**src/rtl/core/msmt_pkg.sv**
```systemverilog
package msmt_pkg;

    localparam int NUM_STREAMS = 4;
    localparam int STREAM_W    = 2;
    localparam int SID_W       = (NUM_STREAMS > 1) ? $clog2(NUM_STREAMS) : 1;
    localparam int WORD_W      = 32;
    localparam int MT_LEN      = 624;
    localparam int MT_SHIFT    = 397;
    localparam int IDX_W       = $clog2(MT_LEN + 1);
    localparam int ADDR_W      = $clog2(NUM_STREAMS * MT_LEN);
    localparam int S_TDATA_W   = ((STREAM_W + 7) / 8) * 8;

    localparam logic [WORD_W-1:0] SEED_MULT   = 32'd69069;
    localparam logic [WORD_W-1:0] RESET_SEED  = 32'd4357;
    localparam logic [WORD_W-1:0] MT_MATRIX   = 32'h9908_b0df;
    localparam logic [WORD_W-1:0] MT_HIGH     = 32'h8000_0000;
    localparam logic [WORD_W-1:0] MT_LOW      = 32'h7fff_ffff;
    localparam logic [WORD_W-1:0] MT_TEMPER_B = 32'h9d2c_5680;
    localparam logic [WORD_W-1:0] MT_TEMPER_C = 32'hefc6_0000;

    // Commands from the controller to the datapath.
    typedef struct packed {
        logic capture;
        logic seed_start;
        logic seed_step;
        logic seed_done;
        logic tw_prime;
        logic tw_read;
        logic tw_write;
        logic out_read;
        logic out_load;
    } msmt_cmd_t;

    // Status from the datapath to the controller.
    typedef struct packed {
        logic bad_stream;
        logic seeded;
        logic idx_full;
        logic cnt_last;
        logic out_free;
    } msmt_status_t;

    function automatic logic [WORD_W-1:0] mt_temper(input logic [WORD_W-1:0] w);
        logic [WORD_W-1:0] y;
        y = w;
        y = y ^ (y >> 11);
        y = y ^ ((y << 7) & MT_TEMPER_B);
        y = y ^ ((y << 15) & MT_TEMPER_C);
        y = y ^ (y >> 18);
        return y;
    endfunction

    function automatic logic [WORD_W-1:0] mt_twist_word(
        input logic [WORD_W-1:0] cur,
        input logic [WORD_W-1:0] nxt,
        input logic [WORD_W-1:0] far
    );
        logic [WORD_W-1:0] y;
        y = (cur & MT_HIGH) | (nxt & MT_LOW);
        return far ^ (y >> 1) ^ (y[0] ? MT_MATRIX : '0);
    endfunction

endpackage

```
**src/rtl/core/msmt_ctrl.sv**
```systemverilog
module msmt_ctrl
    import msmt_pkg::*;
(
    input  logic         aclk,
    input  logic         aresetn,
    input  logic         s_tvalid,
    output logic         s_tready,
    input  msmt_status_t status,
    output msmt_cmd_t    cmd
);

    typedef enum logic [2:0] {
        ST_IDLE,
        ST_LOAD,
        ST_SEED,
        ST_TW_PRIME,
        ST_TW_READ,
        ST_TW_WRITE,
        ST_OUT_READ,
        ST_OUT_DATA
    } state_t;

    state_t state_reg;
    state_t state_next;

    always_comb begin
        state_next = state_reg;
        cmd        = '0;
        unique case (state_reg)
            ST_IDLE: begin
                cmd.capture = s_tvalid;
                if (s_tvalid) begin
                    state_next = ST_LOAD;
                end
            end
            ST_LOAD: begin
                if (status.bad_stream) begin
                    state_next = ST_OUT_DATA;
                end else if (!status.seeded) begin
                    cmd.seed_start = 1'b1;
                    state_next     = ST_SEED;
                end else if (status.idx_full) begin
                    state_next = ST_TW_PRIME;
                end else begin
                    state_next = ST_OUT_READ;
                end
            end
            ST_SEED: begin
                cmd.seed_step = 1'b1;
                if (status.cnt_last) begin
                    cmd.seed_done = 1'b1;
                    state_next    = ST_TW_PRIME;
                end
            end
            ST_TW_PRIME: begin
                cmd.tw_prime = 1'b1;
                state_next   = ST_TW_READ;
            end
            ST_TW_READ: begin
                cmd.tw_read = 1'b1;
                state_next  = ST_TW_WRITE;
            end
            ST_TW_WRITE: begin
                cmd.tw_write = 1'b1;
                state_next   = status.cnt_last ? ST_OUT_READ : ST_TW_READ;
            end
            ST_OUT_READ: begin
                cmd.out_read = 1'b1;
                state_next   = ST_OUT_DATA;
            end
            ST_OUT_DATA: begin
                if (status.out_free) begin
                    cmd.out_load = 1'b1;
                    state_next   = ST_IDLE;
                end
            end
            default: begin
                state_next = ST_IDLE;
            end
        endcase
    end

    assign s_tready = (state_reg == ST_IDLE);

    always_ff @(posedge aclk) begin
        if (!aresetn) begin
            state_reg <= ST_IDLE;
        end else begin
            state_reg <= state_next;
        end
    end

endmodule

```
**config.mk**
```make
export PLATFORM = sky130hd
export DESIGN_NAME = msmt_ctrl
export DESIGN_NICKNAME = d
export VERILOG_FILES = /design/src/rtl/core/msmt_pkg.sv /design/src/rtl/core/msmt_ctrl.sv
export SDC_FILE = /design/constraint.sdc
export NUM_CORES = 1
export LEC_CHECK = 0
export BUFFER_PORTS_ARGS = -buffer_cell sky130_fd_sc_hd__buf_2
export CAP_MARGIN = 10
export CORE_AREA = 2 2 39 41
export DETAILED_ROUTE_END_ITERATION = 6
export DIE_AREA = 0 0 41 43
export PLACE_DENSITY_LB_ADDON = 0.08
export RECOVER_POWER = 50
export SLEW_MARGIN = 20
export SYNTH_ARGS = -nofsm -noshare
export SYNTH_HDL_FRONTEND = slang
export SYNTH_SLANG_ARGS = --single-unit
```
**constraint.sdc**
```tcl
create_clock -name aclk -period 1.5 [get_ports aclk]
set_input_delay 0.075 -clock aclk [delete_from_list [all_inputs] [get_ports aclk]]
set_output_delay 0.075 -clock aclk [all_outputs]
set_load 0.01 [all_outputs]
```
==> results of run 1 <==
==> cells by family (layout without fill, tap and decap cells) <==
| kind of cell | count (synthesis) | after routing | synth area share (%) |
|---|---|---|---|
| muxes | 1 | 1 | 5.58 |
| and+or+nand+nor | 18 | 18 | 37.7 |
| buffers and inverters | 6 | 25 | 9.77 |
| AOI/OAI and AO/OA | 10 | 10 | 24.6 |
| DFF | 3 | 3 | 22.3 |
==> critical path: stages, from the launching register on <==
cell and delay, ps:
dfxtp_1 340, buf_4 180, inv_1 90, nor3_1 170, and2_1 150, buf_2 120
==> area by class of cell <==
class | count | area, µm² | share of cell area (%)
inverter | 3 | 11.3 | 2.88
timing repair buffer | 18 | 90.1 | 23.1
tap | 16 | 20.0 | 5.13
clock buffer | 4 | 26.3 | 6.73
multi-input combinational | 29 | 183 | 46.8
sequential | 3 | 60.1 | 15.4
==> synth_stat cells, types with 2 or more instances <==
cell | number | area, µm²
a21oi_1 | 3 | 15.0
and3_1 | 3 | 18.8
buf_2 | 3 | 15.0
dfxtp_1 | 3 | 60.1
inv_1 | 3 | 11.3
nand2b_1 | 3 | 18.8
nor2_1 | 3 | 11.3
a31oi_1 | 2 | 12.5
and2_1 | 2 | 12.5
nor2b_1 | 2 | 12.5
nor3_1 | 2 | 10.0
==> final timing paths <==
kind,to,slack (ps),depth (start not counted)
worst min-delay path,state_reg[1],90,3
worst min register to register,state_reg[0],610,1
worst max register to register,state_reg[1],300,3
worst max-delay path,cmd[5],140,5
==> layer usage <==
| metal | global-route usage (%) | vias up |
|---|---|---|
| met1 | 13.4 | 154 |
| met2 | 10.9 | 10 |
| met3 | 3.14 | 0 |
| met5 | 0 | - |
| met4 | 6.00 | 0 |
| li1 | - | 174 |
==> through the flow <==
step           instance area (µm²)  total power [µW]  instances  setup slack [ps]
5_1_grt                        390               632         73              33.4
3_3_place_gp                   367               451         69               316
2_1_floorplan                  269               348         38               320
3_5_place_dp                   367               446         69               303
4_1_cts                        393               597         73               112
6_report                       390               585         73               139
==> power breakdown <==
group	internal, µW	switching, µW
Combinational	131	146
Clock	100	47.6
Sequential	106	54.8
==> results by group, run 1 <==
Drt
  • Final WL: 784 µm
  • Top sig layer: met3
  • DRT met1 WL: 390 µm
  • Post-DRT Antenna Nets: 0
  • Iteration-0 DRC Markers: 3
  • Met2 WL: 339 µm
  • DRT Pass-1 Iters: 4
  • Remaining DRCs: 0
  • Vias/cell: 4.63
  • Vias: 338
  • Wire per inst: 10.7 µm
  • Met3 WL post-DR: 54 µm

Worst setup path
  • Worst r2r src: state_reg[1]
  • Crit. Startpoint: state_reg[1]
  • CP startpoint kind: flop
  • CP Data Required Time: 1420 ps
  • Worst-path fanout max: 10
  • Crit. End Element: output port
  • Crit path arrival time: 1290 ps
  • CP Class: reg2out

Run
  • Maxcap violations: 0

Cells and area
  • NumNets Final: 66
  • # fillers: 163
  • Leading cell type in the layout, fill and taps excluded: buf_2
  • # diodes: 0
  • Layout area overhead: 45.1%
  • Core Util, Final: 28.2%
  • Largest register FFs: 3
  • Share of cells above drive strength 1: 35.1%

Timing
  • Final worst path period need: 1360 ps
  • Final setup TNS: 0 ps
  • Final setup vio count: 0
  • Hold slack: 87.6 ps
  • Final hold viol count: 0
  • Final-report max-slew violation count: 0
  • Max-slew headroom: 74.1%
  • RSZ-0062 raised after global routing: no
  • Slew @ Worst Pin: 388 ps
  • Clock Skews: 0.441 ps
  • Final period utilization: 90.7%
  • Fmax: 735 MHz

Die
  • Die area: 1760 µm²
  • Die width: 41 µm
  • IO Count: 18
  • Row cnt: 14
  • Core Box Area: 1380 µm²
  • Die H: 43 µm
  • Initial Util: 19.4%

Synthesis
  • Yosys warns: 0
  • Synthesis-stage register bit count: 3
  • Distinct cells, synth: 20
  • Ys flop type: dfxtp_1
  • Ys async rst share: 0%
  • Syn_area_per_cell: 7.08 µm²
  • Sequential-to-total area share from yosys stat: 22.3%
  • Syn Inst Count: 38
  • Syn nets: 46
  • Post-synth EDFFs: 0
  • Mapped cell area: 269 µm²

Run status
  • Status: completed

Place
  • Hpwl dp: 578 µm
  • Number of port buffers: 17
  • Final GP Congestion: 0.686

Clock network
  • CTS clk-pin slew, worst paths: 40 ps
  • Worst-Skew Late Latency: 240 ps
  • Total CTS buffers: 3
  • Hold-fix buffers, CTS: 0
  • # resized after CTS: 0
  • Post-CTS setup buffer count: 0
  • CTS H-tree depth: 1
  • CTS tree: yes
  • Clock Sinks: 3
  • Longest Clk Path Bufs: 2
  • Root Buffer: clkbuf_4

GRT
  • Vias in the first global route: 269
  • All-Layer GR Usage: 9.22%
  • Largest net degree at the start of global routing: 14
  • Gr ovfl total: 0
  • Antenna violations before repair: 0
  • First-pass GRT wire length: 1.11 mm

Power and ir drop
  • Leakage Power: 0.000201 µW
  • Maximum VDD drop: 0.000387 V
  • Power Density: 1500 nW/µm²

Worst hold path
  • Hold crit path type: in2reg
  • Hold Path Origin: aresetn
(Power assumes the default switching activity.)
==> inputs of run 2 (changes only) <==
--- a/config.mk
+++ b/config.mk
@@ -7,9 +7,11 @@
 export LEC_CHECK = 0
 export BUFFER_PORTS_ARGS = -buffer_cell sky130_fd_sc_hd__buf_2
 export CAP_MARGIN = 10
-export CORE_AREA = 2 2 39 41
+export CELL_PAD_IN_SITES_DETAIL_PLACEMENT = 1
+export CELL_PAD_IN_SITES_GLOBAL_PLACEMENT = 2
+export CORE_MARGIN = 2
+export CORE_UTILIZATION = 18
 export DETAILED_ROUTE_END_ITERATION = 6
-export DIE_AREA = 0 0 41 43
 export PLACE_DENSITY_LB_ADDON = 0.08
 export RECOVER_POWER = 50
 export SLEW_MARGIN = 20
==> results by group, run 2 (same netlist as run 1, synthesis figures left out) <==
Run status
  • Status: completed (unchanged)

Worst setup path
  • CP cell instances: nand2b_1 -> nor4_1 -> buf_2 (was buf_4 -> inv_1 -> nor3_1 -> and2_1 -> buf_2)
  • Crit path arrival time: 1290 ps (about the same)
  • Crit path max-delay family: flip-flops (was buffers and inverters)
  • Worst path max stage delay: 540 ps (was 340 ps)
  • CP Class: reg2out (unchanged)
  • CP Buf/Inv Count: 1 (was 3)
  • CP startpoint kind: flop (unchanged)
  • Crit. End Element: output port (unchanged)
  • Crit path max-delay cell type: dfxtp_1 (unchanged)
  • CP Data Required Time: 1420 ps (about the same)
  • Worst-path fanout max: 12 (was 10)

Clock network
  • Worst-Skew Late Latency: 230 ps (was 240 ps)
  • CTS tree: yes (unchanged)
  • Total CTS buffers: 3 (unchanged)
  • CTS clk-pin slew, worst paths: 40 ps (about the same)
  • CTS H-tree depth: 1 (unchanged)
  • Post-CTS setup buffer count: 0 (unchanged)
  • Hold-fix buffers, CTS: 0 (unchanged)
  • Root Buffer: clkbuf_4 (unchanged)
  • # resized after CTS: 0 (unchanged)
  • Longest Clk Path Bufs: 2 (unchanged)
  • Clock Sinks: 3 (unchanged)

Drt
  • Post-DRT Antenna Nets: 0 (unchanged)
  • Vias/cell: 4.74 (was 4.63)
  • Remaining DRCs: 0 (unchanged)
  • Final WL: 873 µm (was 784 µm)
  • Iteration-0 DRC Markers: 3 (unchanged)
  • DRT Pass-1 Iters: 4 (unchanged)
  • Wire per inst: 12.1 µm (was 10.7 µm)
  • Vias: 341 (was 338)

Power and ir drop
  • Total power: 591 µW (was 585 µW)
  • Maximum VDD drop: 0.000535 V (was 0.000387 V)
  • Leakage Power: 0.000199 µW (was 0.000201 µW)
  • Power Density: 1510 nW/µm² (was 1500 nW/µm²)

Timing
  • Final setup TNS: 0 ps (unchanged)
  • Final-report max-slew violation count: 0 (unchanged)
  • Slew @ Worst Pin: 382 ps (was 388 ps)
  • Final worst path period need: 1360 ps (about the same)
  • Final period utilization: 90.9% (was 90.7%)
  • Clock Skews: 5.06 ps (was 0.441 ps)
  • Final hold viol count: 0 (unchanged)
  • Fmax: 733 MHz (was 735 MHz)
  • RSZ-0062 raised after global routing: no (unchanged)
  • Max-slew headroom: 74.5% (was 74.1%)
  • Final setup vio count: 0 (unchanged)

Die
  • Core Box Area: 1350 µm² (was 1380 µm²)
  • Die H: 42.7 µm (was 43 µm)
  • Initial Util: 19.9% (was 19.4%)
  • Row cnt: 13 (was 14)
  • IO Count: 18 (unchanged)
  • Die width: 42.7 µm (was 41 µm)
  • Die area: 1820 µm² (was 1760 µm²)

GRT
  • First-pass GRT wire length: 1.43 mm (was 1.11 mm)
  • All-Layer GR Usage: 10.2% (was 9.22%)
  • Largest net degree at the start of global routing: 14 (unchanged)
  • Antenna violations before repair: 0 (unchanged)
  • Vias in the first global route: 327 (was 269)
  • Gr ovfl total: 0 (unchanged)

Cells and area
  • NumNets Final: 66 (unchanged)
  • Layout area overhead: 46.0% (was 45.1%)
  • Leading cell type in the layout, fill and taps excluded: buf_2 (unchanged)
  • Largest register FFs: 3 (unchanged)
  • Share of cells above drive strength 1: 35.1% (unchanged)
  • # fillers: 176 (was 163)
  • # diodes: 0 (unchanged)
  • Commonest cells after routing, fill and taps aside: buf_2, clkbuf_1

Run
  • Maxcap violations: 0 (unchanged)

Place
  • Number of port buffers: 17 (unchanged)
  • Final GP Congestion: 0.775 (was 0.686)
  • Hpwl dp: 690 µm (was 578 µm)

Worst hold path
  • Hold crit path type: in2reg (unchanged)
==> run 2: changes by cell type in the layout (fill, tap and decap cells not counted) <==
cell      delta
buf_2        -1
clkbuf_1     +1
nor3_1       -1
nor3_2       +1
==> run 2: report_power, final <==
group / leakage [µW] / internal [µW] / switching, µW / total (µW)
Combinational: 0.000159 / 132 / 156 / 288
Sequential: 0.0000250 / 106 / 55.9 / 162
Clock: 0.0000150 / 99.7 / 41.9 / 142
Total: 0.000199 / 337 / 254 / 591
==> run 2: path summary, 6_finish.rpt <==
| check | startpoint | end | slack [ps] | cells past startpoint |
|---|---|---|---|---|
| worst max register to register | state_reg[1] | state_reg[0] | 270 | 3 |
| worst min-delay path | aresetn | state_reg[1] | 100 | 3 |
| worst max-delay path | state_reg[0] | cmd[7] | 140 | 3 |
| worst min register to register | state_reg[0] | state_reg[0] | 640 | 1 |
==> run 2: metrics by stage <==
step / setup WS (ps) / cell area, µm² / util [%] / instances / hold WS (ps)
2_1_floorplan: 320 / 269 / - / 38 / 198
6_report: 137 / 393 / 29.1 / 72 / 98.4
5_1_grt: 23.3 / 393 / 29.1 / 72 / 106
3_3_place_gp: 339 / 365 / 27.1 / 68 / 331
4_1_cts: 121 / 392 / 29.0 / 72 / 94.7
3_5_place_dp: 266 / 365 / 27.1 / 68 / 342
==> run 2: worst register-to-register path, delay by kind of cell, from the launching register on <==
kind | cells | cell delay (ps)
DFF | 1 | 340
AOI/OAI and AO/OA | 2 | 490
muxes | 1 | 310
==> run 2: cell type report <==
cell class                      count  area (µm²)  share of cell area, %
Multi-Input combinational cell     29         188                   47.8
Sequential cell                     3        60.1                   15.3
Timing Repair Buffer               18        88.8                   22.6
Inverter                            3        11.3                   2.87
Clock buffer                        4        26.3                   6.69
Tap cell                           15        18.8                   4.78
==> run 2: layer usage <==
metal / up-vias / track usage, % / part of all wire [%]
met2: 9 / 15.8 / 48
met4: 0 / 5.63 / 0
li1: 173 / - / -
met1: 159 / 12.5 / 47
met5: - / 0 / 0
met3: 0 / 2.98 / 4.2
==> inputs of run 3 (changes only) <==
--- a/config.mk
+++ b/config.mk
@@ -12,6 +12,7 @@
 export CORE_MARGIN = 2
 export CORE_UTILIZATION = 18
 export DETAILED_ROUTE_END_ITERATION = 6
+export HOLD_SLACK_MARGIN = 0.15
 export PLACE_DENSITY_LB_ADDON = 0.08
 export RECOVER_POWER = 50
 export SLEW_MARGIN = 20
==> results by group, run 3 (same netlist as run 1, synthesis figures left out) <==
Worst hold path
  • Hold Path Origin: s_tvalid (was aresetn)
  • Hold crit path type: in2reg (unchanged)
  • Hold Path Depth: 3 (unchanged)
  • Hold endpoint: state_reg[1] (unchanged)

Timing
  • Clock Skews: 5.06 ps (unchanged)
  • Final setup TNS: 0 ps (unchanged)
  • Fmax: 733 MHz (unchanged)
  • RSZ-0062 raised after global routing: no (unchanged)
  • Slew @ Worst Pin: 382 ps (unchanged)
  • Max-slew headroom: 74.5% (unchanged)
  • Final-report max-slew violation count: 0 (unchanged)
  • Final period utilization: 90.9% (unchanged)
  • Final setup vio count: 0 (unchanged)
  • Fin worst setup slack: 137 ps (unchanged)
  • Final worst path period need: 1360 ps (unchanged)
  • Final hold viol count: 0 (unchanged)

Power and ir drop
  • Total power: 593 µW (was 591 µW)
  • P_sw: 254 µW (about the same)
  • Power share of the combinational group: 48.9% (was 48.7%)
  • Internal power: 339 µW (was 337 µW)
  • Power Density: 1470 nW/µm² (was 1510 nW/µm²)
  • Maximum VDD drop: 0.000535 V (about the same)
  • Clk pwr share: 23.9% (about the same)
  • Sequential power share: 27.2% (was 27.3%)
  • Sw frac: 42.9% (was 43.0%)
  • Leakage Power: 0.000203 µW (was 0.000199 µW)

Drt
  • Vias/cell: 4.73 (was 4.74)
  • Wire per inst: 12.0 µm (was 12.1 µm)
  • Post-DRT Antenna Nets: 0 (unchanged)
  • Iteration-0 DRC Markers: 3 (unchanged)
  • Vias: 345 (was 341)
  • Final WL: 876 µm (was 873 µm)
  • DRT Pass-1 Iters: 4 (unchanged)
  • Remaining DRCs: 0 (unchanged)

GRT
  • First-pass GRT wire length: 1.44 mm (was 1.43 mm)
  • All-Layer GR Usage: 10.3% (was 10.2%)
  • Largest net degree at the start of global routing: 14 (unchanged)
  • Vias in the first global route: 329 (was 327)
  • M1 GR Usage: 12.8% (was 12.5%)
  • M3 GR Usage: 2.98% (unchanged)
  • Gr ovfl total: 0 (unchanged)
  • Antenna violations before repair: 0 (unchanged)
  • M2 GR Usage: 15.8% (unchanged)
  • GR peak layer: met2 (unchanged)

Cells and area
  • Leading cell type in the layout, fill and taps excluded: buf_2 (unchanged)
  • Core Util, Final: 29.8% (was 29.1%)
  • Share of cells above drive strength 1: 34.5% (was 35.1%)
  • Largest register FFs: 3 (unchanged)
  • # diodes: 0 (unchanged)
  • NumNets Final: 67 (was 66)
  • Layout area overhead: 49.8% (was 46.0%)
  • Commonest cells after routing, fill and taps aside: buf_2, clkbuf_1 (unchanged)

Worst setup path
  • CP startpoint kind: flop (unchanged)
  • CP Data Required Time: 1420 ps (about the same)
  • Crit. End Element: output port (unchanged)
  • Worst r2r path cells: 3 (unchanged)
  • CP Class: reg2out (unchanged)
  • Crit path arrival time: 1290 ps (about the same)
  • R2R Path End: state_reg[0] (unchanged)
  • Setup slack of the most critical reg-to-reg path: 270 ps (about the same)
  • Worst-path fanout max: 12 (unchanged)
  • Worst r2r src: state_reg[1] (unchanged)

Place
  • Number of port buffers: 17 (unchanged)
  • Hpwl dp: 690 µm (unchanged)
  • Pre-CTS WS: 266 ps (unchanged)
  • Final GP Congestion: 0.775 (unchanged)

Clock network
  • CTS tree: yes (unchanged)
  • Clock Sinks: 3 (unchanged)
  • Root Buffer: clkbuf_4 (unchanged)
  • Longest Clk Path Bufs: 2 (unchanged)
  • Total CTS buffers: 3 (unchanged)
  • CTS clk-pin slew, worst paths: 40 ps (about the same)
  • CTS H-tree depth: 1 (unchanged)
  • Worst-Skew Late Latency: 230 ps (about the same)

Die
  • Die width: 42.7 µm (unchanged)
  • IO Count: 18 (unchanged)
  • Die H: 42.7 µm (unchanged)
  • Row cnt: 13 (unchanged)
  • Die area: 1820 µm² (unchanged)
  • Initial Util: 19.9% (unchanged)
  • Core Box Area: 1350 µm² (unchanged)

Run status
  • Status: completed (unchanged)

Run
  • Maxcap violations: 0 (unchanged)
run 3: power by group through the flow:
stage          sequential (µW)  combinational (µW)  clock [µW]
2_1_floorplan              120                 228           0
3_3_place_gp               157                 280           0
3_5_place_dp               160                 291           0
4_1_cts                    159                 293         146
5_1_grt                    173                 324         156
6_report                   162                 290         142
run 3: layout make-up:
cell class / count / area, µm²
Inverter: 3 / 11.3
Tap cell: 15 / 18.8
Timing Repair Buffer: 19 / 98.8
Clock buffer: 4 / 26.3
Fill cell: 176 / 947
Multi-Input combinational cell: 29 / 188
Sequential cell: 3 / 60.1
run 3: routing by layer:
layer	up-vias	routed length (µm)
li1	175	-
met1	161	415
met2	9	423
met3	0	37
met4	0	0
met5	-	0
run 3: through the flow:
stage / area [µm²] / hold WS, ps / std cells
2_1_floorplan: 269 / 198 / 38
3_3_place_gp: 365 / 331 / 68
3_5_place_dp: 365 / 342 / 68
4_1_cts: 402 / 177 / 73
5_1_grt: 403 / 200 / 73
6_report: 403 / 180 / 73
run 3: how the worst max path moves through the flow:
stage	from	end	cells after the start
6_report	state_reg[0]	cmd[7]	3
4_1_cts	state_reg[1]	cmd[5]	5
3_5_place_dp	state_reg[1]	state_reg[0]	3
2_1_floorplan	state_reg[1]	cmd[5]	4
3_3_place_gp	state_reg[1]	state_reg[0]	3
5_1_grt	state_reg[1]	cmd[5]	5
run 3: timing repair:
item | CTS | global route
buffers inserted | 0 | 0
hold buffers | 1 | 0
setup endpoints to repair | 0 | 1
endpoints found under the hold margin | 3 | 0
gates resized for setup | 0 | 1
run 3: critical path, stage by stage (launching register included):
cell,delay [ps]
dfxtp_1,540
nand2b_1,170
nor4_1,180
buf_2,170
